<file path="src/hw/rtl/pst_pkg.sv">
package pst_pkg;

    // Default input sample width.
    localparam int SAMPLE_BITS_DEF = 12;

    // Divisor register.
    localparam int DIVISOR_W = 8;
    localparam logic [DIVISOR_W-1:0] DIVISOR_RESET = 8'd32;

    // Result widths that do not follow the sample width.
    localparam int ANGLE_W  = 17;
    localparam int DEGREE_W = 16;

    // CORDIC angle accumulator, in units of pi/2^19.
    localparam int CORDIC_STEPS = 16;
    localparam int Z_W = 22;
    localparam logic signed [Z_W-1:0] HALF_TURN = 22'sd524288;

    // Fractional scale applied to the differences before rotation.
    localparam int SCALE_SHIFT = 16;

    // Arctangent of 2^-i in units of pi/2^19, rounded to nearest.
    function automatic logic signed [Z_W-1:0] atan_unit(input int unsigned i);
        logic signed [Z_W-1:0] v;
        unique case (i)
            0:       v = 22'sd131072;
            1:       v = 22'sd77376;
            2:       v = 22'sd40884;
            3:       v = 22'sd20753;
            4:       v = 22'sd10417;
            5:       v = 22'sd5213;
            6:       v = 22'sd2607;
            7:       v = 22'sd1304;
            8:       v = 22'sd652;
            9:       v = 22'sd326;
            10:      v = 22'sd163;
            11:      v = 22'sd81;
            12:      v = 22'sd41;
            13:      v = 22'sd20;
            14:      v = 22'sd10;
            15:      v = 22'sd5;
            default: v = '0;
        endcase
        return v;
    endfunction

endpackage

</file>
<file path="src/hw/rtl/pst_sqrt_step.sv">
module pst_sqrt_step
    import pst_pkg::*;
#(
    parameter int SAMPLE_BITS = SAMPLE_BITS_DEF
)
(
    input  logic                          clk,
    input  logic                          en,
    input  logic [2*SAMPLE_BITS+31:0]     rad,
    input  logic [SAMPLE_BITS+17:0]       rem,
    input  logic [SAMPLE_BITS+15:0]       root,
    output logic [2*SAMPLE_BITS+31:0]     rad_reg,
    output logic [SAMPLE_BITS+17:0]       rem_reg,
    output logic [SAMPLE_BITS+15:0]       root_reg
);

    localparam int RW     = 2 * SAMPLE_BITS + 32;
    localparam int ROOT_W = SAMPLE_BITS + 16;
    localparam int REM_W  = ROOT_W + 2;

    logic [REM_W-1:0]  cur;
    logic [REM_W-1:0]  trial;
    logic              fits;
    logic [REM_W-1:0]  rem_next;
    logic [ROOT_W-1:0] root_next;

    // One result bit: bring down two radicand bits and try 4*root+1.
    always_comb
    begin
        cur   = {rem[REM_W-3:0], rad[RW-1:RW-2]};
        trial = {root, 2'b01};
        fits  = (cur >= trial);
        rem_next  = fits ? (cur - trial) : cur;
        root_next = {root[ROOT_W-2:0], fits};
    end

    always_ff @(posedge clk)
    begin
        if (en)
        begin
            rad_reg  <= {rad[RW-3:0], 2'b00};
            rem_reg  <= rem_next;
            root_reg <= root_next;
        end
    end

endmodule

</file>
<file path="config.mk">
export PLATFORM = sky130hd
export DESIGN_NAME = pst_sqrt_step
export DESIGN_NICKNAME = d
export VERILOG_FILES = /design/src/hw/rtl/pst_pkg.sv /design/src/hw/rtl/pst_sqrt_step.sv
export SDC_FILE = /design/constraint.sdc
export NUM_CORES = 1
export LEC_CHECK = 0
export BUFFER_PORTS_ARGS = -buffer_cell sky130_fd_sc_hd__buf_2
export CELL_PAD_IN_SITES_DETAIL_PLACEMENT = 1
export CELL_PAD_IN_SITES_GLOBAL_PLACEMENT = 1
export CORE_MARGIN = 8
export CORE_UTILIZATION = 34
export CTS_CLUSTER_SIZE = 16
export DETAILED_ROUTE_END_ITERATION = 16
export PLACE_DENSITY_LB_ADDON = 0.12
export SYNTH_ARGS = -nofsm -noshare
export SYNTH_HDL_FRONTEND = slang
export SYNTH_SLANG_ARGS = --single-unit
export TNS_END_PERCENT = 1
</file>
<file path="constraint.sdc">
create_clock -name clk -period 2.6 [get_ports clk]
set_input_delay 0.13 -clock clk [delete_from_list [all_inputs] [get_ports clk]]
set_output_delay 0.13 -clock clk [all_outputs]
set_load 0.01 [all_outputs]
</file>
==> results.txt, run 1 <==
Run status - complete, no violations
Sink Count - 112
Data arrival time of the worst path - 2.57 ns
Crit Path Max Fanout - 16
Crit path from - root[22]
H-tree depth - 3
Lkg Pwr - 3.95 nW
Maximum root-to-sink buffer count - 2
Worst Path Required - 2.71 ns
Die Ht - 146 microns
Vias per inst - 4.69
Synth cell types - 57
Chip Width - 146 microns
Final setup fails - 0
Clock root cell - clkbuf_16
Tot GR Track Use - 0.174
DR pass1 iterations - 4
Synth area leaders - edfxtp_1, ha_1, mux2_4, a21oi_1, inv_1
N_diodes - 0
FMAX - 405 MHz
Vias in the first global route - 5278
Layout Utilization - 0.522
Initial Utilization - 0.347
Synth Flop Type - edfxtp_1
IO Count - 230
Nets - 936
Final Non-Filler Cells - 1015
Congestion Overflow GR - 0
YS warnings - 0
Sequential area share after synthesis - 0.586
# rows - 47
ANT nets after route - 0
Core Box Area - 0.0165 sq mm
Max reg flops - 54
Max Cap Viol - 0
Vias - 4763
Type of origin of the critical path - primary input
PwrDens - 574 mW/mm^2
Post-placement cell count - 918
Routed met2 length - 9530 microns
CP Class - primary input to flop
Fin. max-slew vios - 0
Fin crit period - 2.47 ns
Top routing layer in use - met4
Largest net degree at the start of global routing - 45
Drt wl/cell - 18.1 microns
DR DRC count - 0
Top cell type's share of synthesized area - 0.586
RSZ-0062 raised after global routing - no
Cell Area, Synth - 0.00574 sq mm
CP endpoint kind - flop
Worst hold path type - primary input to flop
Setup TNS Final - 0 ns
CTS buffer count - 9
Initial antenna violation count - 0
Die area - 0.0213 sq mm
FF+latch count, synth - 112
Wirelength, routed - 18400 microns
CTS tree - yes
Hold Path Origin - rem[21]
Share of layout cells above drive strength 1 - 0.424
FFs w/ async S/R, synth - 0
Tcrit/Tclk final - 0.949
Fin. Hold Viols - 0
DRT iter0 DRCs - 141
Clk slew on worst S/H paths - 0.08 ns
IO buf count - 225
Post-Syn Instances - 429
Detail Placement HPWL - 14000 microns
Met3 Wirelength - 1060 microns
Metal-1 WL - 7620 microns
First-pass GRT wire length - 29200 microns
Post-CTS Setup Bufs - 0
Layout area overhead - 50.3%
Yosys top cell by area - edfxtp_1
Placer Congestion - 0.822
Syn Area/Cell - 13.4 sq um
Peak VDD IR - 310 uV
Post-synth EDFFs - 112
-- power by group --
part	total, mW	leakage [nW]	internal, mW	switching, mW
clock	1.42	0.150	0.694	0.729
combinational	1.29	2.70	0.658	0.636
sequential	2.23	1.10	2.19	0.0411
total	4.95	3.95	3.54	1.41
-- final cells by class --
cell class                      instances  area (sq um)
Inverter                               40           150
Clock inverter                          7          81.3
Multi-Input combinational cell        267          2150
Sequential cell                       112          3360
Timing Repair Buffer                  360          2380
Clock buffer                            9           225
Fill cell                            1809          7900
Tap cell                              220           275
-- cells in the mapped netlist, types with 7 or more instances --
cell type / instances
mux2_4: 25
a21o_1: 15
o21ai_0: 10
nand2_1: 25
inv_1: 40
nor2_1: 13
xnor2_1: 17
ha_1: 30
o21bai_1: 7
edfxtp_1: 112
nand3_1: 9
a21oi_1: 32
-- layout by cell type, fill, tap and decap left out, drive strengths merged, types with 3 or more instances in the layout --
| master | count |
|---|---|
| buf | 279 |
| edfxtp | 112 |
| dlygate4sd3 | 81 |
| inv | 44 |
| a21oi | 33 |
| ha | 30 |
| mux2 | 26 |
| nand2 | 25 |
| xnor2 | 17 |
| a21o | 15 |
| nor2 | 13 |
| o21ai | 13 |
| nand3 | 11 |
| clkbuf | 9 |
| o21bai | 7 |
| nor3 | 7 |
| xor2 | 5 |
| a211oi | 5 |
| o211ai | 4 |
| nor2b | 4 |
| and3 | 4 |
| o21a | 4 |
| a311oi | 4 |
| and2 | 3 |
| a31oi | 3 |
| o31a | 3 |
| nand2b | 3 |
| mux2i | 3 |
| clkinv | 3 |
| a31o | 3 |
-- cell families (layout without fill, tap and decap cells) --
| logic type | after synthesis | after routing | share of synthesized area |
|---|---|---|---|
| compound gates | 104 | 104 | 0.125 |
| xor+xnor | 22 | 22 | 0.0336 |
| fa+ha+maj | 30 | 30 | 0.0654 |
| buf+inv | 51 | 416 | 0.0438 |
| flops | 112 | 112 | 0.586 |
| mux | 29 | 29 | 0.0726 |
| other cells | 1 | 2 | 0.000654 |
| simple gates | 80 | 80 | 0.0728 |
-- per-layer routing --
layer / track usage / up-vias
li1: - / 2327
met1: 0.198 / 2274
met2: 0.317 / 150
met3: 0.0410 / 12
met4: 0.0484 / 0
met5: 0 / -
-- per-stage QoR --
stage | setup slack [ns] | total power, mW | hold slack (ns) | area (sq um)
floorplan | 0.156 | 2.93 | 0.229 | 5740
global placement | -0.0529 | 3.44 | 0.307 | 7490
detailed placement | -0.0996 | 3.47 | 0.308 | 7490
CTS | 0.0235 | 5.01 | 0.0707 | 8600
global route | 0.00302 | 5.19 | 0.0845 | 8630
finish | 0.133 | 4.95 | 0.0920 | 8630
-- critical path, cell delays in order --
cell and delay, ns:
dlygate4sd3_1 0.53, buf_2 0.13, inv_1 0.05, ha_2 0.31, a21o_1 0.19, a21oi_2 0.16
o21ai_1 0.08, a21oi_1 0.19, o21bai_2 0.09, a31o_4 0.25, buf_12 0.17, mux2_4 0.30
-- repair_timing --
item,CTS,global route
endpoints found under the hold margin,81,0
gates resized for setup,0,8
setup endpoints to repair,0,28
hold buffers,81,0
-- path summary, 6_finish.rpt --
path / endpoint / slack [ns] / depth (start not counted)
worst max-delay path: rem_reg[8] / 0.13 / 12
worst min-delay path: rem_reg[23] / 0.09 / 2
Power figures use the tool's default switching activity.
==> inputs of run 2 (changes only) <==
--- a/config.mk
+++ b/config.mk
@@ -12,6 +12,7 @@
 export CORE_UTILIZATION = 34
 export CTS_CLUSTER_SIZE = 16
 export DETAILED_ROUTE_END_ITERATION = 16
+export MAX_ROUTING_LAYER = met4
 export PLACE_DENSITY_LB_ADDON = 0.12
 export SYNTH_ARGS = -nofsm -noshare
 export SYNTH_HDL_FRONTEND = slang
==> run 2 against run 1 <==
Against the previous run:
- maximum frequency fell by 0.91%
- first-iteration DRC count fell by 1.4%
- final area did not move
- total power barely moved
- critical path depth fell by 1
- highest routed layer unchanged
==> results.txt, run 2 (same netlist as run 1, synthesis figures left out) <==
Critical path depth - 11
IO Count - 230
Sw Share - 0.284
IO buf count - 225
DR DRC count - 0
Die Ht - 146 microns
CP Class - primary input to flop
FMAX - 402 MHz
Final Non-Filler Cells - 1015
Detail Placement HPWL - 14000 microns
Wirelength, routed - 18400 microns
CTS buffer count - 9
Placed Area - 0.00749 sq mm
Clock root cell - clkbuf_16
Register share of total power - 0.451
Fin crit period - 2.49 ns
Worst Hold Slack - 0.0898 ns
Fin. max-slew vios - 0
Core Box Area - 0.0165 sq mm
Drt wl/cell - 18.1 microns
Lkg Pwr - 3.95 nW
Most frequent cell on the critical path - a21oi_1
Tcrit/Tclk final - 0.957
Maximum root-to-sink buffer count - 2
Slowest cell on the critical path - dlygate4sd3_1
N_diodes - 0
Post-placement cell count - 918
Sink Count - 112
H-tree depth - 3
Congestion Overflow GR - 0
Data arrival time of the worst path - 2.60 ns
DR pass1 iterations - 4
Placer Congestion - 0.834
Max Cap Viol - 0
Worst hold path type - primary input to flop
Vias - 4772
ANT nets after route - 0
CP endpoint kind - flop
Peak VDD IR - 314 uV
RSZ-0062 raised after global routing - no
Commonest non-fill, non-tap cell in the layout - buf_2
Largest net degree at the start of global routing - 45
Nets - 936
Run status - complete, no violations
Tot GR Track Use - 0.178
Power share of the combinational group - 0.261
Worst path buffer plus inverter count - 4
Vias in the first global route - 5282
Crit Path Max Fanout - 16
Initial Utilization - 0.347
Clk slew on worst S/H paths - 0.08 ns
Sw Pwr - 1.41 mW
Final setup fails - 0
DRT iter0 DRCs - 139
Hold Crit Depth - 2
Delay of the slowest critical-path stage - 0.53 ns
Critical-path cell list - dlygate4sd3_1, buf_2, inv_1, ha_1, a21oi_1, o21ai_1, a21oi_1, o21bai_2, a31o_4, buf_12, mux2_4
Layout area overhead - 50.3%
Max reg flops - 54
Chip Width - 146 microns
First-pass GRT wire length - 29200 microns
PwrDens - 574 mW/mm^2
Vias per inst - 4.70
Worst Path Required - 2.71 ns
Clk pwr share - 0.288
CTS tree - yes
# rows - 47
Fin. Hold Viols - 0
Share of layout cells above drive strength 1 - 0.424
Die area - 0.0213 sq mm
Initial antenna violation count - 0
Final instance area - 0.00863 sq mm
Type of origin of the critical path - primary input
Internal power - 3.54 mW
Most frequent cells in the layout - buf_2, edfxtp_1, dlygate4sd3_1, buf_4, inv_1
Crit path max-delay family - compound AO/OA/AOI/OAI gates
[run 2: power by group through the flow]
stage	clock network, mW	logic, mW	registers (mW)
2_1_floorplan	0	0.555	2.38
6_report	1.42	1.29	2.23
4_1_cts	1.48	1.30	2.23
3_3_place_gp	0	1.18	2.27
3_5_place_dp	0	1.20	2.27
5_1_grt	1.52	1.42	2.25
[run 2: stage by stage]
stage	utilization	setup slack (ns)	power (mW)	setup TNS, ns
3_3_place_gp	0.453	-0.0529	3.44	-0.803
4_1_cts	0.521	0.0235	5.01	0
6_report	0.522	0.111	4.95	0
2_1_floorplan	-	0.156	2.93	0
3_5_place_dp	0.453	-0.0996	3.47	-1.93
5_1_grt	0.522	0.00172	5.19	0
[run 2: final cells by class]
type | count | area [sq um]
tap | 220 | 275
timing repair buffer | 360 | 2380
fill | 1809 | 7900
inverter | 40 | 150
clock buffer | 9 | 225
clock inverter | 7 | 81.3
sequential | 112 | 3360
multi-input combinational | 267 | 2150
[run 2: routing by layer]
metal  track usage  wire [microns]  up-vias
met2         0.316            9490      149
met3        0.0367             968       17
met1         0.200            7730     2277
li1              -               -     2329
met5             -               0        -
met4        0.0484             223        0
[run 2: path summary, 6_finish.rpt]
check	startpoint	end	slack, ns
hold / removal	rem[21]	rem_reg[23]	0.09
setup / recovery	root[25]	rem_reg[8]	0.11
[run 2: timing repair]
item / 4_1_cts / 5_1_grt
gates resized for setup: 0 / 8
endpoints found under the setup margin: 0 / 28
endpoints found under the hold margin: 81 / 0
buffers inserted: 0 / 0
hold buffers: 81 / 0
