### config.mk
export PLATFORM = sky130hd
export DESIGN_NAME = pst_cordic_step
export DESIGN_NICKNAME = d
export VERILOG_FILES = /design/src/hw/rtl/pst_pkg.sv /design/src/hw/rtl/pst_cordic_step.sv
export SDC_FILE = /design/constraint.sdc
export NUM_CORES = 1
export LEC_CHECK = 0
export ABC_AREA = 1
export BUFFER_PORTS_ARGS = -buffer_cell sky130_fd_sc_hd__buf_2
export CAP_MARGIN = 20
export CELL_PAD_IN_SITES_DETAIL_PLACEMENT = 1
export CELL_PAD_IN_SITES_GLOBAL_PLACEMENT = 1
export CORE_UTILIZATION = 40
export CTS_CLUSTER_DIAMETER = 80
export DETAILED_ROUTE_END_ITERATION = 6
export GPL_TIMING_DRIVEN = 0
export PLACE_DENSITY_LB_ADDON = 0.1
export SKIP_CTS_REPAIR_TIMING = 1
export SLEW_MARGIN = 20
export SYNTH_ARGS = -nofsm -noshare
export SYNTH_HDL_FRONTEND = slang
export SYNTH_SLANG_ARGS = --single-unit
### constraint.sdc
create_clock -name clk -period 3.25 [get_ports clk]
set_input_delay 0.8125 -clock clk [delete_from_list [all_inputs] [get_ports clk]]
set_output_delay 0.8125 -clock clk [all_outputs]
set_load 0.02 [all_outputs]
### src/hw/rtl/pst_pkg.sv
package pst_pkg;

    // Default input sample width.
    localparam int SAMPLE_BITS_DEF = 12;

    // Divisor register.
    localparam int DIVISOR_W = 8;
    localparam logic [DIVISOR_W-1:0] DIVISOR_RESET = 8'd32;

    // Result widths that do not follow the sample width.
    localparam int ANGLE_W  = 17;
    localparam int DEGREE_W = 16;

    // CORDIC angle accumulator, in units of pi/2^19.
    localparam int CORDIC_STEPS = 16;
    localparam int Z_W = 22;
    localparam logic signed [Z_W-1:0] HALF_TURN = 22'sd524288;

    // Fractional scale applied to the differences before rotation.
    localparam int SCALE_SHIFT = 16;

    // Arctangent of 2^-i in units of pi/2^19, rounded to nearest.
    function automatic logic signed [Z_W-1:0] atan_unit(input int unsigned i);
        logic signed [Z_W-1:0] v;
        unique case (i)
            0:       v = 22'sd131072;
            1:       v = 22'sd77376;
            2:       v = 22'sd40884;
            3:       v = 22'sd20753;
            4:       v = 22'sd10417;
            5:       v = 22'sd5213;
            6:       v = 22'sd2607;
            7:       v = 22'sd1304;
            8:       v = 22'sd652;
            9:       v = 22'sd326;
            10:      v = 22'sd163;
            11:      v = 22'sd81;
            12:      v = 22'sd41;
            13:      v = 22'sd20;
            14:      v = 22'sd10;
            15:      v = 22'sd5;
            default: v = '0;
        endcase
        return v;
    endfunction

endpackage

### src/hw/rtl/pst_cordic_step.sv
module pst_cordic_step
    import pst_pkg::*;
#(
    parameter int SAMPLE_BITS = SAMPLE_BITS_DEF,
    parameter int STEP = 0
)
(
    input  logic                           clk,
    input  logic                           en,
    input  logic signed [SAMPLE_BITS+19:0] x,
    input  logic signed [SAMPLE_BITS+19:0] y,
    input  logic signed [Z_W-1:0]          z,
    output logic signed [SAMPLE_BITS+19:0] x_reg,
    output logic signed [SAMPLE_BITS+19:0] y_reg,
    output logic signed [Z_W-1:0]          z_reg
);

    localparam int CW = SAMPLE_BITS + 20;

    logic signed [CW-1:0]  xs;
    logic signed [CW-1:0]  ys;
    logic signed [CW-1:0]  x_next;
    logic signed [CW-1:0]  y_next;
    logic signed [Z_W-1:0] z_next;

    // One vectoring rotation toward the positive x axis.
    always_comb
    begin
        xs = x >>> STEP;
        ys = y >>> STEP;
        if (y > 0)
        begin
            x_next = x + ys;
            y_next = y - xs;
            z_next = z + atan_unit(STEP);
        end
        else
        begin
            x_next = x - ys;
            y_next = y + xs;
            z_next = z - atan_unit(STEP);
        end
    end

    always_ff @(posedge clk)
    begin
        if (en)
        begin
            x_reg <= x_next;
            y_reg <= y_next;
            z_reg <= z_next;
        end
    end

endmodule

==> run metrics, run 1 <==
first-pass GRT wire length 61400 um; Met1 Wirelength 18500 um; RSZ-0062 raised after global routing no; period utilization 95.8%; critical path arrival 3.20 ns; Worst Tran Pin Value 0.985 ns; commonest non-fill, non-tap cell in the layout nand2_1; met3 wire length 2080 um; peak supply drop 0.208 mV; cell chain of the critical path buf_2, nor4_1, nand3_1, o21bai_2, buf_2, ha_1, a21oi_1, nand2_1, xnor2_1, xnor2_1; flops & latches, synth 85; routed length per instance 18.3 um; DR WL met2 18300 um; max_cap viols 0; worst-path fanout max 13; HP Class in -> reg; sequential-to-total area share from yosys stat 25.1%; Inst Count DP 2152; CTS Sinks 85; Final Util 47.8%; Total GRT Usage 31.0%; vias in the first global route 11100; max FFs per register 32; Syn. warnings 0; H-tree depth 3; CTS tree done; Core Region 24600 um^2; post-synthesis cell type count 33; Post-DRT Antenna Nets 0; total CTS buffers 9; Via density 5.12; P&R area growth vs syn 15.7%; # rows 57; endpoints failing setup 0; die height 161 um; Pleak 0.00674 uW; CTS max path bufs 2; crit path launch type primary input; final hold vios 0; Pre-antenna DRT Iters 5; status finished clean; DRT Wirelength 39700 um; type of destination of the critical path register; Pins Over Slew Limit 0; most frequent cells in the layout nand2_1, inv_1, buf_2; average size of a mapped cell 6.15 um^2; PD cells 382 nW/um^2; Starting Density 41.3%; Final Critical Period 3.11 ns; pin count of the biggest net entering global routing 61; slew margin rel. 34.4%; GP Congestion 0.952; Post-Synthesis Cells 1654; antenna cell count 0; peak per-stage delay on the critical path 0.46 ns; Worst path slowest cell nor4_1; initial DRC count 736; Worst EP required 3.34 ns; Worst Setup Path Type in -> reg; DRC errors left 0; Root Buffer clkbuf_16; Port Buffer Count 173; post-route insts no fill 2168; chip width 161 um; post-synthesis cell area 10200 um^2; DP HPWL 33600 um; top sig layer met4; Remaining Overflow, GRT 0; Ports 174; DIE AREA 26100 um^2; initial antenna violation count 0; DR vias 11100; layout cells sized above 1 13.0%; syn nets 1843; TNS Setup 0 ns; CTS clk-pin slew, worst paths 0.07 ns; fmax 0.321 GHz; nets@finish 2028
-- report_power, final --
part	switching, uW	total, uW	internal, uW
Combinational	1360	1940	583
Clock	525	1130	604
Sequential	32.4	1420	1390
Total	1920	4500	2580
-- logic make-up (layout without fill, tap and decap cells) --
| kind of cell | count (synthesis) | count (layout) | share of synthesized area (%) |
|---|---|---|---|
| buffers and inverters | 368 | 558 | 14.4 |
| flip-flops | 85 | 85 | 25.1 |
| XOR/XNOR | 38 | 38 | 3.27 |
| AO/OA/AOI/OAI | 127 | 127 | 6.66 |
| AND/OR/NAND/NOR | 935 | 935 | 37.8 |
| adder cells (fa/ha/maj) | 101 | 101 | 12.7 |
-- worst max-delay path: cells and delay by family --
| family | cells | cell delay, ns |
|---|---|---|
| AO/OA/AOI/OAI | 2 | 0.42 |
| adder cells (fa/ha/maj) | 1 | 0.36 |
| AND/OR/NAND/NOR | 3 | 0.76 |
| buffers and inverters | 2 | 0.56 |
| XOR/XNOR | 2 | 0.28 |
-- final timing paths --
| check | start | endpoint | slack [ns] | cells after the start |
|---|---|---|---|---|
| min | z[9] | z_reg[9] | 0.63 | 1 |
| max | y[26] | z_reg[21] | 0.14 | 10 |
-- area by class of cell --
cell class	count	area (um^2)
fill	3495	12800
multi-input combinational	1201	6150
sequential	85	2550
inverter	327	1230
timing repair buffer	174	896
tap	324	405
buffer	41	241
clock buffer	10	229
clock inverter	6	70.1
-- cell usage after synthesis --
| master | n | area (um^2) |
|---|---|---|
| a21o_1 | 1 | 7.51 |
| xnor2_1 | 2 | 17.5 |
| nor4_1 | 3 | 18.8 |
| o21a_1 | 2 | 15.0 |
| a31oi_1 | 2 | 12.5 |
| nand3b_2 | 1 | 11.3 |
| nor3_2 | 1 | 10.0 |
| nand3b_1 | 5 | 37.5 |
| nand3_2 | 1 | 10.0 |
| buf_2 | 25 | 125 |
| inv_1 | 327 | 1230 |
| buf_6 | 2 | 22.5 |
| xor2_1 | 36 | 315 |
| nor2_2 | 6 | 37.5 |
| nand2_1 | 619 | 2320 |
| nor4_2 | 1 | 12.5 |
| o21bai_1 | 10 | 75.1 |
| buf_4 | 11 | 82.6 |
| nand2_2 | 1 | 6.26 |
| nor3_1 | 7 | 35.0 |
| o21ai_0 | 38 | 190 |
| nor2_1 | 115 | 432 |
| nand4_1 | 22 | 138 |
| clkbuf_1 | 3 | 11.3 |
| o21ai_1 | 2 | 10.0 |
| a21oi_1 | 71 | 355 |
| fa_1 | 4 | 80.1 |
| ha_1 | 97 | 1210 |
| nand3_1 | 148 | 741 |
| edfxtp_1 | 85 | 2550 |
| o21bai_2 | 1 | 11.3 |
| and3_1 | 1 | 6.26 |
| and2_1 | 4 | 25.0 |
-- layer usage --
layer / GRT usage [%] / up-vias
li1: - / 5468
met4: 8.32 / 0
met5: 0 / -
met3: 3.54 / 60
met2: 52.4 / 326
met1: 41.7 / 5246
-- through the flow --
step / worst slack [ns] / instance area [um^2] / hold slack, ns / total power [uW]
after detailed placement: -0.268 / 11500 / 0.991 / 3370
after global routing: 0.00762 / 11800 / 0.625 / 4750
after floorplan: 0.614 / 10200 / 0.911 / 2680
after CTS: 0.0970 / 11800 / 0.623 / 4500
final: 0.135 / 11800 / 0.628 / 4500
after global placement: -0.167 / 11400 / 0.989 / 3310
Power figures use the tool's default switching activity.
==> inputs of run 2 (changes only) <==
- ABC_AREA: 1 -> default
- CORE_UTILIZATION: 40 -> 42
==> run metrics, run 2 <==
Ports 174; max_cap viols 0; layout cells sized above 1 30.2%; HP Class in -> reg; period utilization 105%; DRT Wirelength 32800 um; TNS Setup -0.720 ns; status complete, but fails checks; initial DRC count 598; peak supply drop 0.271 mV; Via density 5.84; Final Critical Period 3.42 ns; Pins Over Slew Limit 0; post-route cell area 10600 um^2; H-tree depth 3; total CTS buffers 9; endpoints failing setup 14; Hold Path Depth 1; Int Power 2680 uW; P&R area growth vs syn 30.2%; sequential power share 32.6%; Worst path slowest cell nor4_1; final hold vios 0; DIE AREA 20000 um^2; Port Buffer Count 173; area of the multi-input gates 5690 um^2; Post-Synth XOR/XNOR Area 7.07%; worst-path fanout max 13; PD cells 423 nW/um^2; DR vias 8288; fmax 0.293 GHz; routed length per instance 23.1 um; chip width 142 um; failing checks setup timing; average size of a mapped cell 8.71 um^2; Pleak 0.00458 uW; cell chain of the critical path buf_4, nor4_1, nand4_1, nor2_1, nor2_1, inv_1, clkbuf_2, buf_4, ha_1, a21o_1, a21oi_1, xnor2_1, xnor2_1; DRC errors left 0; nets@finish 1342; sequential-to-total area share from yosys stat 31.2%; RSZ-0062 raised after global routing yes; first-pass GRT wire length 46800 um; Gate power share 43.5%; Post-synth top cells a21oi_1, ha_1, inv_1; register area 2550 um^2; post-synthesis cell area 8180 um^2; crit path launch type primary input; final worst setup slack -0.167 ns; Post-synth EDFFs 85; Remaining Overflow, GRT 0; post-synthesis async set-or-reset flop share 0%; Post-Synthesis Cells 939; Worst Hold End z_reg[13]; dpl ws -1.24 ns; GP Congestion 0.923; simple-gate share of the synthesized area 13.2%; Starting Density 43.3%; Clk pwr share 23.8%; sw frac 40.6%; Setup crit start y[1]; Worst Tran Pin Value 0.969 ns; post-synthesis cell type count 65; type of destination of the critical path register; Worst EP required 3.33 ns; initial antenna violation count 0; Post-DP Area 9410 um^2; CTS clk-pin slew, worst paths 0.07 ns; slew margin rel. 35.4%; Total GRT Usage 31.2%; most frequent cells in the layout buf_2, a21oi_1, ha_1; Yosys top cell area share 31.2%; Pre-antenna DRT Iters 5; flops & latches, synth 85; Root Buffer clkbuf_16; multiplexer area fraction after synthesis 1.35%; Min Hold Slack 0.616 ns; CTS Sinks 85; Synth Area in Compound Gates 24.8%; Layout fillers 2252; max FFs per register 32; main combinational cell family by area after synthesis compound AO/OA/AOI/OAI gates; commonest non-fill, non-tap cell in the layout buf_2; Syn. warnings 0; Final Util 56.4%; pin count of the biggest net entering global routing 57; Worst Setup Path Type in -> reg; Post-Synth Adder-Cell Area 15.8%; Switch Pwr 1830 uW; DP HPWL 24200 um; min-delay src z[13]; Post-DRT Antenna Nets 0; syn nets 1128; die height 142 um; ys flop type edfxtp_1; # rows 50; CTS max path bufs 2; most frequent cell after synthesis a21oi_1; critical path arrival 3.50 ns; Core Region 18900 um^2; cell taking the most area after synthesis edfxtp_1; CTS tree done; synth top area cells edfxtp_1, ha_1, a21oi_1; vias in the first global route 8025; peak per-stage delay on the critical path 0.43 ns
## run 2: changes by cell type in the layout (fill, tap and decap cells not counted), sizes merged, moves of 14 or more
cell | before | now
nand2 | 620 | 47
inv | 329 | 99
nand3 | 149 | 13
xnor2 | 2 | 59
a21oi | 71 | 127
nor2 | 121 | 72
xor2 | 36 | 7
a21o | 1 | 22
clkbuf | 13 | 34
o21ai | 40 | 57
nand2b | 0 | 14
## run 2: area by class of cell
cell class,instances,share of cell area [%]
inverters,96,3.57
multi-input cells,713,53.4
clock inverters,7,0.517
plain buffers,41,2.16
diodes,1,0.0235
clock buffers,9,2.12
well taps,260,3.06
flip-flops and latches,85,24.0
repair buffers,207,11.2
## run 2: kinds of logic (layout without fill, tap and decap cells)
kind of cell / count (synthesis) / after routing
multiplexers: 11 / 11
AND/OR/NAND/NOR: 222 / 222
adder cells (fa/ha/maj): 101 / 101
other: 0 / 1
AO/OA/AOI/OAI: 313 / 313
flip-flops: 85 / 85
XOR/XNOR: 66 / 66
buffers and inverters: 141 / 360
## run 2: per-stage QoR
stage,instances,power (uW)
floorplan,939,2580
global placement,1372,3140
detailed placement,1373,3180
CTS,1389,4250
global route,1418,4680
finish,1419,4510
## run 2: per-layer routing
layer	routed length [um]	vias up	track usage (%)
met5	0	-	0
met1	14300	4049	41.6
met4	1210	0	12.2
met2	15300	335	50.7
li1	-	3816	-
met3	1980	88	4.59
## run 2: worst max-delay path by stage
| stage | to | slack, ns | depth (start not counted) |
|---|---|---|---|
| final | z_reg[21] | -0.17 | 13 |
| after global routing | z_reg[21] | -0.27 | 13 |
| after CTS | z_reg[21] | -0.88 | 13 |
| after detailed placement | z_reg[21] | -1.24 | 13 |
| after global placement | z_reg[21] | -1.14 | 13 |
| after floorplan | x_reg[27] | 0.006 | 12 |
## run 2: power groups by stage
stage          Sequential (uW)  Clock [uW]  Combinational [uW]
6_report                  1470        1070                1960
5_1_grt                   1490        1100                2090
2_1_floorplan             1710           0                 869
3_5_place_dp              1500           0                1690
3_3_place_gp              1490           0                1650
4_1_cts                   1470        1080                1700
## run 2: critical path, delay by kind of cell
family | cells | cell delay (ns)
AND/OR/NAND/NOR | 4 | 0.88
buffers and inverters | 4 | 0.82
AO/OA/AOI/OAI | 2 | 0.37
adder cells (fa/ha/maj) | 1 | 0.32
XOR/XNOR | 2 | 0.28
