**src/hw/rtl/pst_pkg.sv**
```systemverilog
package pst_pkg;

    // Default input sample width.
    localparam int SAMPLE_BITS_DEF = 12;

    // Divisor register.
    localparam int DIVISOR_W = 8;
    localparam logic [DIVISOR_W-1:0] DIVISOR_RESET = 8'd32;

    // Result widths that do not follow the sample width.
    localparam int ANGLE_W  = 17;
    localparam int DEGREE_W = 16;

    // CORDIC angle accumulator, in units of pi/2^19.
    localparam int CORDIC_STEPS = 16;
    localparam int Z_W = 22;
    localparam logic signed [Z_W-1:0] HALF_TURN = 22'sd524288;

    // Fractional scale applied to the differences before rotation.
    localparam int SCALE_SHIFT = 16;

    // Arctangent of 2^-i in units of pi/2^19, rounded to nearest.
    function automatic logic signed [Z_W-1:0] atan_unit(input int unsigned i);
        logic signed [Z_W-1:0] v;
        unique case (i)
            0:       v = 22'sd131072;
            1:       v = 22'sd77376;
            2:       v = 22'sd40884;
            3:       v = 22'sd20753;
            4:       v = 22'sd10417;
            5:       v = 22'sd5213;
            6:       v = 22'sd2607;
            7:       v = 22'sd1304;
            8:       v = 22'sd652;
            9:       v = 22'sd326;
            10:      v = 22'sd163;
            11:      v = 22'sd81;
            12:      v = 22'sd41;
            13:      v = 22'sd20;
            14:      v = 22'sd10;
            15:      v = 22'sd5;
            default: v = '0;
        endcase
        return v;
    endfunction

endpackage

```
**src/hw/rtl/pst_front.sv**
```systemverilog
module pst_front
    import pst_pkg::*;
#(
    parameter int SAMPLE_BITS = SAMPLE_BITS_DEF
)
(
    input  logic                                   clk,
    input  logic                                   en,
    input  logic [SAMPLE_BITS-1:0]                 i0,
    input  logic [SAMPLE_BITS-1:0]                 i45,
    input  logic [SAMPLE_BITS-1:0]                 i90,
    input  logic [SAMPLE_BITS-1:0]                 i135,
    input  logic [DIVISOR_W-1:0]                   divisor,
    output logic [SAMPLE_BITS+1:0]                 total_reg,
    output logic signed [SAMPLE_BITS:0]            h_reg,
    output logic signed [SAMPLE_BITS:0]            d_reg,
    output logic [DIVISOR_W+SAMPLE_BITS+1:0]       den_reg,
    output logic signed [SAMPLE_BITS+19:0]         x_reg,
    output logic signed [SAMPLE_BITS+19:0]         y_reg,
    output logic signed [Z_W-1:0]                  z_reg,
    output logic [2*SAMPLE_BITS:0]                 q_reg
);

    localparam int TOTAL_W = SAMPLE_BITS + 2;
    localparam int DIFF_W  = SAMPLE_BITS + 1;
    localparam int DEN_W   = DIVISOR_W + TOTAL_W;
    localparam int CW      = SAMPLE_BITS + 20;
    localparam int SQ_W    = 2 * SAMPLE_BITS;
    localparam int Q_W     = 2 * SAMPLE_BITS + 1;
    localparam int PAD_W   = CW - DIFF_W - SCALE_SHIFT;

    logic [TOTAL_W-1:0]        total_next;
    logic signed [DIFF_W-1:0]  h_next;
    logic signed [DIFF_W-1:0]  d_next;
    logic signed [2*DIFF_W-1:0] hh_full;
    logic signed [2*DIFF_W-1:0] dd_full;
    logic [SQ_W-1:0]           hh_reg;
    logic [SQ_W-1:0]           dd_reg;
    logic [DIVISOR_W-1:0]      div_eff;
    logic [DEN_W-1:0]          den_next;
    logic signed [CW-1:0]      xs;
    logic signed [CW-1:0]      ys;
    logic signed [CW-1:0]      x_next;
    logic signed [CW-1:0]      y_next;
    logic signed [Z_W-1:0]     z_next;
    logic [Q_W-1:0]            q_next;

    // First stage: sum and the two differences.
    always_comb
    begin
        total_next = {2'b00, i0} + {2'b00, i45} + {2'b00, i90} + {2'b00, i135};
        h_next = $signed({1'b0, i0}) - $signed({1'b0, i90});
        d_next = $signed({1'b0, i45}) - $signed({1'b0, i135});
    end

    // Second stage: squares, denominator and the CORDIC pre-rotation.
    always_comb
    begin
        hh_full = h_reg * h_reg;
        dd_full = d_reg * d_reg;
        div_eff = (divisor == '0) ? {{(DIVISOR_W-1){1'b0}}, 1'b1} : divisor;
        den_next = DEN_W'(div_eff) * DEN_W'(total_reg);
        xs = {{PAD_W{h_reg[DIFF_W-1]}}, h_reg, {SCALE_SHIFT{1'b0}}};
        ys = {{PAD_W{d_reg[DIFF_W-1]}}, d_reg, {SCALE_SHIFT{1'b0}}};
        // A vector in the left half plane is turned by a half circle first.
        if (h_reg < 0)
        begin
            z_next = (d_reg >= 0) ? HALF_TURN : -HALF_TURN;
            x_next = -xs;
            y_next = -ys;
        end
        else
        begin
            z_next = '0;
            x_next = xs;
            y_next = ys;
        end
    end

    // Third stage: sum of squares.
    assign q_next = {1'b0, hh_reg} + {1'b0, dd_reg};

    always_ff @(posedge clk)
    begin
        if (en)
        begin
            total_reg <= total_next;
            h_reg     <= h_next;
            d_reg     <= d_next;
            hh_reg    <= hh_full[SQ_W-1:0];
            dd_reg    <= dd_full[SQ_W-1:0];
            den_reg   <= den_next;
            x_reg     <= x_next;
            y_reg     <= y_next;
            z_reg     <= z_next;
            q_reg     <= q_next;
        end
    end

endmodule

```
**config.mk**
```make
export PLATFORM = sky130hd
export DESIGN_NAME = pst_front
export DESIGN_NICKNAME = d
export VERILOG_FILES = /design/src/hw/rtl/pst_pkg.sv /design/src/hw/rtl/pst_front.sv
export SDC_FILE = /design/constraint.sdc
export NUM_CORES = 1
export LEC_CHECK = 0
export BUFFER_PORTS_ARGS = -buffer_cell sky130_fd_sc_hd__buf_4
export CORE_MARGIN = 1.5
export CORE_UTILIZATION = 50
export DETAILED_ROUTE_END_ITERATION = 6
export PLACE_DENSITY = 0.69
export SKIP_LAST_GASP = 1
export SYNTH_ARGS = -nofsm -noshare
export SYNTH_HDL_FRONTEND = slang
export SYNTH_SLANG_ARGS = --single-unit
```
**constraint.sdc**
```tcl
create_clock -name clk -period 5.54 [get_ports clk]
set_input_delay 0 -clock clk [delete_from_list [all_inputs] [get_ports clk]]
set_output_delay 0 -clock clk [all_outputs]
set_load 0.05 [all_outputs]
```
==> out/results.txt, run 1 <==
Status - finished with violations
Failing checks - setup timing
Slew @ Worst Pin - 1010 ps
Max FFs per register - 25
Top post-synthesis cells by count - 503 x inv_1, 368 x fa_1, 238 x ha_1
FFs w/ async S/R, synth - 0%
Most numerous cell on the critical path - fa_1
Die area - 0.0476 mm²
Setup TNS - -576 ps
Cts bufs inserted - 17
RSZ-0062 raised after global routing - yes
Simple-gate share of the synthesized area - 11.5%
Main combinational cell family by area after synthesis - adder cells
Post-Syn Area - 0.0232 mm²
IO buf count - 179
Drt pass-1 iters - 5
Antenna Violating Nets Remaining - 0
CP startpoint kind - register
Starting density of the core - 50.8%
Layout area overhead - 21.1%
Worst-Skew Late Latency - 500 ps
Final period util - 103%
#FFs+latches synth - 165
Rows - 78
Critical path fanouts, max - 7
GRT Resource Usage Total - 24.7%
Clock root buffer - clkbuf_16
Worst-path clk slew - 80 ps
DP Wirelength - 45800 µm
First-pass GRT wire length - 90900 µm
Via count - 16800
Initial antenna violation count - 0
Period minus WS final - 5730 ps
CP Cell Sequence - buf_4 -> clkinvlp_4 -> nand2_1 -> fa_1 -> inv_1 -> fa_1 -> inv_1 -> fa_1 -> fa_1 -> inv_1 -> fa_1 -> ha_1 -> ha_1 -> and2_1 -> o21ai_0 -> o31ai_2 -> or4_4 -> a31o_1 -> a21oi_2 -> xnor2_1
Die width - 218 µm
Final Skew - 18.3 ps
Core area - 0.0456 mm²
Synth top area cells - fa_1 32%, edfxtp_1 21%, ha_1 13%
Number of unique standard cell types used by synthesis - 58
Avg Inst Size Synth - 10.1 µm²
Final setup margin - -192 ps
Crit path DAT - 5990 ps
Crit path capture type - register
Fillers - 3805
Synth Area in Compound Gates - 6.47%
Post-layout net count - 3349
Area share of the largest cell type after synthesis - 31.8%
GR Util met3 - 4.76%
Share of layout cells above drive strength 1 - 21.9%
Vias in the first global route - 18300
Final Hold Vio Count - 0
Synth area leader - fa_1
Slew margin rel. - 32.4%
Maximum clock rate - 0.174 GHz
Count leader, synth - inv_1
Ys flop type - edfxtp_1
WP data required - 5800 ps
Critical path origin - d_reg[4]
GPL Wtd Cong - 0.868
Mux cell area share after synthesis - 0.140%
Largest net degree at the start of global routing - 102
Setup WS pre-CTS - -345 ps
Buf/Inv on CP - 5
Crit path max-delay family - adder cells
Clk buf depth - 2
Sink Count - 165
Die Y - 218 µm
Syn Inst Count - 2298
Diodes inserted - 0
CP max-delay cell - edfxtp_1
Max-cap violations - 0
Critical path type - reg2reg
Vias/cell - 5.09
M1 GR Usage - 32.1%
Hold_sp - i0[0]
Grt met2 use - 42.1%
GRT busiest layer - met2
Synth Area in XOR/XNOR - 5.09%
Path type of the worst min-delay path - in2reg
Fin. max-slew vios - 0
DRC viols - 0
Final Routed Wirelength - 55600 µm
CTS tree - done
Synth Area in Adders - 44.7%
Post-synth EDFFs - 165
DR iter-0 viols - 868
Synthesis Warnings - 0
Seq/Total Area, Yosys - 21.4%
Num ports - 231
Global route total overflow - 0
Htree depth - 4
CP peak stage delay - 540 ps
FF-to-FF Start - d_reg[4]
Finish-stage setup viols - 5
WL/cell - 16.9 µm
repair_timing:
item / in CTS / in global routing
pin swaps: 46 / 70
endpoints found under the setup margin: 11 / 18
hold endpoints to repair: 7 / 0
gates resized for setup: 52 / 66
hold buffers: 7 / 0
setup buffers: 20 / 16
final timing paths:
path | endpoint | slack, ps | cells past startpoint
setup reg to reg | dd_reg[22] | -190 | 20
hold / removal | h_reg[0] | 30 | 4
setup / recovery | dd_reg[22] | -190 | 20
hold reg to reg | q_reg[2] | 580 | 1
cell type report:
| cell class | instances | area (µm²) | area share (%) |
|---|---|---|---|
| sequential | 165 | 4950 | 17.7 |
| clock inverter | 13 | 161 | 0.575 |
| inverter | 504 | 1900 | 6.76 |
| timing repair buffer | 419 | 3250 | 11.6 |
| multi-input combinational | 1578 | 16600 | 59.2 |
| clock buffer | 18 | 429 | 1.53 |
| tap | 600 | 751 | 2.68 |
kinds of logic (layout without fill, tap and decap cells):
family                   count (synthesis)  in the layout
AO/OA/AOI/OAI                          228            228
XOR/XNOR                               133            133
adder cells (fa/ha/maj)                606            606
buffers and inverters                  606            954
flip-flops                             165            165
multiplexers                             3              3
other                                    1             52
AND/OR/NAND/NOR                        556            556
worst register-to-register path, stage by stage (launching register included):
cell	delay [ps]
edfxtp_1	540
buf_4	230
clkinvlp_4	130
nand2_1	100
fa_1	490
inv_1	50
fa_1	480
inv_1	50
fa_1	470
fa_1	500
inv_1	50
fa_1	460
ha_1	300
ha_1	310
and2_1	140
o21ai_0	240
o31ai_2	130
or4_4	430
a31o_1	200
a21oi_2	140
xnor2_1	70
cell usage in the layout, fill, tap and decap left out, types with 21 or more instances in the layout:
cell type	count
inv_1	483
buf_4	394
fa_1	359
ha_1	209
edfxtp_1	165
nand2_1	164
nor2_1	110
xnor2_1	108
and2_1	93
a21oi_1	56
conb_1	52
o21ai_0	40
nor2b_1	36
nor3_1	31
a21o_1	21
ha_4	21
per-stage QoR:
step	hold WS [ps]	cells	area (µm²)	utilization, %
6_report	32.4	3297	28000	61.5
5_1_grt	32.0	3297	28000	61.5
4_1_cts	0.804	3284	27700	60.7
3_5_place_dp	361	3226	26600	58.5
3_3_place_gp	361	3226	26600	58.5
2_1_floorplan	112	2349	23800	-
routing by layer:
layer	vias to the layer above	share of wire, %
li1	7883	-
met1	8417	43
met2	424	50
met3	64	5.5
met4	0	1.9
met5	-	0
Power of run 1 is left out: the tool's default activity adds up to more than one toggle a clock period on the data nets, which glitch-free logic cannot reach.
==> run 2, diff against run 1 <==
--- a/config.mk
+++ b/config.mk
@@ -10,6 +10,7 @@
 export CORE_UTILIZATION = 50
 export DETAILED_ROUTE_END_ITERATION = 6
 export PLACE_DENSITY = 0.69
+export REMOVE_ABC_BUFFERS = 1
 export SKIP_LAST_GASP = 1
 export SYNTH_ARGS = -nofsm -noshare
 export SYNTH_HDL_FRONTEND = slang
==> run 2 against run 1 <==
The run still ends with setup timing left. Non-clock buffer count rose by 46. Cell count increased by 1.4%. Critical endpoint unchanged. Worst setup slack got worse by 260 ps. Core utilization up 0.43 points.
==> out/results.txt, run 2 (synthesis results as in run 1) <==
Worst-path clk slew - 80 ps (about the same)
Vias/cell - 5.08 (-0.28%)
DP Area - 0.0265 mm² (-0.51%)
Finish-stage setup viols - 10 (+5)
Htree depth - 4 (unchanged)
Final Routed Wirelength - 57600 µm (+3.7%)
Sink Count - 165 (unchanged)
DR iter-0 viols - 807 (-7.0%)
Area of the multi-input gates - 0.0164 mm² (-0.99%)
WP data required - 5770 ps (-30 ps)
GRT busiest layer - met2
DRC viols - 0 (unchanged)
Maximum clock rate - 0.167 GHz (-4.3%)
M1 GR Usage - 31.9% (-0.18 points)
Global route total overflow - 0 (unchanged)
Die width - 218 µm (unchanged)
GRT Resource Usage Total - 25.5% (+0.76 points)
Max FFs per register - 25 (unchanged)
IO buf count - 179 (unchanged)
Via count - 17000 (+1.1%)
Diodes inserted - 0 (unchanged)
Num ports - 231 (unchanged)
Die area - 0.0476 mm² (unchanged)
Starting density of the core - 50.8% (unchanged)
Rows - 78 (unchanged)
Share of layout cells above drive strength 1 - 22.2% (+0.36 points)
Antenna Violating Nets Remaining - 0 (unchanged)
Die Y - 218 µm (unchanged)
WL/cell - 17.2 µm (+2.2%)
Path type of the worst min-delay path - in2reg
Clk buf depth - 2 (unchanged)
Final period util - 108% (+4.7 points)
Most frequent cells in the layout - 489 x inv_1, 424 x buf_4, 359 x fa_1, 219 x ha_1, 165 x edfxtp_1
Max-cap violations - 0 (unchanged)
Grt met2 use - 45.0% (+3.0 points)
Critical path fanouts, max - 10 (+3)
Cts bufs inserted - 17 (unchanged)
Layout area overhead - 21.9%
Period minus WS final - 5990 ps (+260 ps)
Clock root buffer - clkbuf_16
First-pass GRT wire length - 93900 µm (+3.3%)
Slew margin rel. - 32.0% (-0.41 points)
GR Util met3 - 3.94% (-0.82 points)
Core area - 0.0456 mm² (unchanged)
Final Hold Vio Count - 0 (unchanged)
Crit path DAT - 6230 ps (+240 ps)
Slew @ Worst Pin - 1020 ps (+6.09 ps)
Seq. cell area - 0.00495 mm² (unchanged)
CP startpoint kind - register
Critical path type - reg2reg
Drt pass-1 iters - 5 (unchanged)
Initial antenna violation count - 0 (unchanged)
Post-route cell area - 0.0282 mm² (+0.70%)
Vias in the first global route - 18400 (+0.81%)
Post-layout net count - 3395 (+1.4%)
Failing checks - setup timing
Fillers - 3733 (-1.9%)
RSZ-0062 raised after global routing - yes
Largest net degree at the start of global routing - 104 (+2.0%)
DP Wirelength - 46100 µm (+0.80%)
Most common cell after layout, fill and taps aside - inv_1
Setup TNS - -2360 ps (-1790 ps)
GPL Wtd Cong - 0.916 (+5.5%)
Fin. max-slew vios - 0 (unchanged)
Status - finished with violations
Worst-Skew Late Latency - 480 ps (-20 ps)
Final Skew - 22.1 ps (+3.77 ps)
Final setup margin - -452 ps (-260 ps)
CTS tree - done
Crit path capture type - register
[run 2: cell types whose count changed in the layout (fill, tap and decap cells not counted), moves of 3 or more]
cell	change
o21ai_1	+3
inv_8	-4
ha_4	-10
buf_6	+13
ha_1	+10
buf_4	+30
clkinv_2	+3
inv_1	+6
inv_2	-5
[run 2: metrics by stage]
step	util, %	setup slack (ps)	instances	hold WS, ps
after floorplan	-	-930	2247	112
after global placement	58.2	-482	3244	316
after detailed placement	58.2	-569	3244	319
after CTS	61.3	-390	3334	10.2
after global routing	62.0	-587	3343	60.4
final	62.0	-452	3343	54.6
[run 2: final cells by class]
cell class | instances | share of cell area [%]
flip-flops and latches | 165 | 17.5
inverters | 504 | 6.70
multi-input cells | 1578 | 58.2
clock inverters | 11 | 0.447
clock buffers | 20 | 1.55
repair buffers | 465 | 12.9
well taps | 600 | 2.66
[run 2: routing by layer]
metal / part of all wire (%) / up-vias
met5: 0 / -
met4: 2.6 / 0
li1: - / 7963
met3: 4.3 / 87
met2: 52 / 408
met1: 42 / 8516
[run 2: path summary, 6_finish.rpt]
path / startpoint / to / slack [ps] / depth (start not counted)
worst min-delay path: i0[5] / h_reg[5] / 50 / 3
worst max-delay path: d_reg[5] / dd_reg[22] / -450 / 21
worst max register to register: d_reg[5] / dd_reg[22] / -450 / 21
worst min register to register: y_reg[16] / q_reg[0] / 570 / 1
[run 2: critical path, cell delays in order (launching register included)]
cell      delay (ps)
edfxtp_1         460
buf_6            150
buf_4            140
buf_4            180
nand2_1          120
fa_1             520
inv_1             50
fa_1             480
inv_1             50
fa_1             490
fa_1             510
inv_1             50
fa_1             440
ha_1             310
ha_1             320
and2_1           140
o21ai_1          230
o31ai_4          130
or4_4            570
a31o_1           200
a21oi_2          130
xnor2_1           80
[run 2: what timing repair did]
item	in CTS	in global routing
gates resized for setup	104	59
hold endpoints to repair	8	0
hold buffers	9	0
pin swaps	80	61
endpoints found under the setup margin	13	21
cloned	1	0
setup buffers	50	14
Power of run 2 is left out for the same reason.
==> run 3, diff against run 2 <==
--- a/config.mk
+++ b/config.mk
@@ -9,8 +9,10 @@
 export CORE_MARGIN = 1.5
 export CORE_UTILIZATION = 50
 export DETAILED_ROUTE_END_ITERATION = 6
+export GPL_TIMING_DRIVEN = 0
 export PLACE_DENSITY = 0.69
 export REMOVE_ABC_BUFFERS = 1
+export SETUP_SLACK_MARGIN = 0.4
 export SKIP_LAST_GASP = 1
 export SYNTH_ARGS = -nofsm -noshare
 export SYNTH_HDL_FRONTEND = slang
==> run 3 against run 2 <==
The run still ends with setup timing left. Via count up 0.19%. Design area up 0.34%. Cell count down 2.8%. Count of clock-buffer cells in the layout down 3. Core utilization up 0.21 points. Die area unchanged. Sequential cell count unchanged. Sequential share of layout area down 0.060 points. Critical path type unchanged. Critical endpoint unchanged. Highest routed layer unchanged.
==> out/results.txt, run 3 (synthesis results as in run 1) <==
Starting density of the core - 50.8% (unchanged)
Status - finished with violations
Final setup margin - -637 ps (-185 ps)
Setup TNS - -2930 ps (-570 ps)
Failing checks - setup timing
DP Wirelength - 41300 µm (-11%)
Layout area overhead - 22.3%
Max FFs per register - 25 (unchanged)
Crit path DAT - 6380 ps (+150 ps)
GPL Wtd Cong - 0.875 (-4.5%)
Die width - 218 µm (unchanged)
Path type of the worst min-delay path - in2reg
Post-layout net count - 3299 (-2.8%)
DRC viols - 0 (unchanged)
Vias/cell - 5.24 (+3.1%)
GRT Resource Usage Total - 25.3% (-0.14 points)
Final Routed Wirelength - 58300 µm (+1.3%)
Worst-Skew Late Latency - 490 ps (about the same)
DR iter-0 viols - 902 (+12%)
Final Hold Vio Count - 0 (unchanged)
Global route total overflow - 0 (unchanged)
Clk buf depth - 2 (unchanged)
CP startpoint kind - register
Fillers - 3534 (-5.3%)
IO buf count - 179 (unchanged)
Vias in the first global route - 18200 (-1.6%)
Critical path origin - d_reg[7]
Cts bufs inserted - 17 (unchanged)
Period minus WS final - 6180 ps (+185 ps)
Post-route cell area - 0.0283 mm² (+0.34%)
RSZ-0062 raised after global routing - yes
Rows - 78 (unchanged)
Most common cell after layout, fill and taps aside - inv_1
Slew @ Worst Pin - 1250 ps (+228 ps)
Htree depth - 4 (unchanged)
WP data required - 5740 ps (-30 ps)
Core area - 0.0456 mm² (unchanged)
Setup crit end - dd_reg[22]
Antenna Violating Nets Remaining - 0 (unchanged)
Largest net degree at the start of global routing - 109 (+4.8%)
Sink Count - 165 (unchanged)
Die Y - 218 µm (unchanged)
Finish-stage setup viols - 11 (+1)
Worst-path clk slew - 80 ps (about the same)
Critical path fanouts, max - 4 (-6)
Critical path type - reg2reg
WL/cell - 18.0 µm (+4.3%)
Fin. max-slew vios - 0 (unchanged)
CTS tree - done
First-pass GRT wire length - 92700 µm (-1.2%)
Final period util - 111% (+3.3 points)
Share of layout cells above drive strength 1 - 22.8% (+0.61 points)
Final Skew - 20.0 ps (-2.05 ps)
Worst R2R Path Depth - 23 (+9.5%)
FF-to-FF End - dd_reg[22]
Die area - 0.0476 mm² (unchanged)
Drt pass-1 iters - 7 (+2)
DP Area - 0.0249 mm² (-5.9%)
Reg2Reg Setup Slack - -640 ps (-180 ps)
Clock root buffer - clkbuf_16
Num ports - 231 (unchanged)
Crit path capture type - register
FF-to-FF Start - d_reg[7]
Maximum clock rate - 0.162 GHz (-3.0%)
Most frequent cells in the layout - 472 x inv_1, 355 x fa_1, 314 x buf_4, 191 x ha_1, 165 x edfxtp_1
Initial antenna violation count - 0 (unchanged)
Diodes inserted - 0 (unchanged)
Max-cap violations - 0 (unchanged)
Via count - 17000 (+0.19%)
Slew margin rel. - 16.8% (-15 points)
Util after Layout - 62.2% (+0.21 points)
==> run 3: cell count changes in the layout (fill, tap and decap cells not counted), moves of 8 or more <==
cell and change:
inv_2 +11, nor2_1 -12, buf_6 +8, ha_4 +34, buf_4 -110, inv_1 -17, ha_1 -28
==> run 3: metal layers <==
metal | up-vias | global-route usage (%) | routed length (µm)
met2 | 521 | 44.2 | 29700
li1 | 7785 | - | -
met3 | 143 | 3.54 | 3220
met1 | 8558 | 31.6 | 23100
met4 | 0 | 10.3 | 2290
met5 | - | 0 | 0
==> run 3: worst min-delay path by stage <==
stage / startpoint / to / slack, ps / cells after the start
6_report: i45[2] / d_reg[2] / 40 / 3
5_1_grt: i45[2] / d_reg[2] / 40 / 3
4_1_cts: i45[3] / d_reg[3] / 4 / 4
3_5_place_dp: i135[0] / total_reg[0] / 340 / 2
3_3_place_gp: i135[0] / total_reg[0] / 340 / 2
2_1_floorplan: en / d_reg[0] / 110 / 0
==> run 3: worst max-delay path: stages, from the launching register on <==
cell      delay [ps]
edfxtp_1         460
buf_6            160
buf_6            120
nand2_4           60
fa_1             510
inv_1             50
fa_1             500
inv_1             50
fa_1             480
inv_1             50
fa_1             490
inv_2             50
fa_1             550
inv_2             50
ha_4             160
ha_4             210
o21a_1           190
o21a_1           230
a311oi_2         340
o31ai_2          110
or4_4            510
a31o_1           210
a21oi_2          190
xnor2_2          150
==> run 3: what timing repair did <==
item                       4_1_cts  5_1_grt
cloned                           0        0
hold buffers                     8        0
hold endpoints to repair        64        0
resized for setup              173      110
pin swaps                      114       92
setup endpoints to repair       34       29
setup buffers                  130       49
==> run 3: layout make-up <==
cell class / instances / area [µm²] / share of cell area, %
timing repair buffer: 369 / 3050 / 10.8
inverter: 504 / 1910 / 6.75
clock buffer: 17 / 425 / 1.50
clock inverter: 15 / 170 / 0.600
multi-input combinational: 1578 / 17100 / 60.2
sequential: 165 / 4950 / 17.5
tap: 600 / 751 / 2.65
==> run 3: stage by stage <==
stage                     std cells  hold WS [ps]  setup WS (ps)
after floorplan                2247           112           -930
after global placement         3026           338          -1980
after detailed placement       3029           342          -1400
after CTS                      3199          4.37           -567
after global routing           3248          36.0           -792
final                          3248          41.0           -637
Power of run 3 is left out for the same reason.
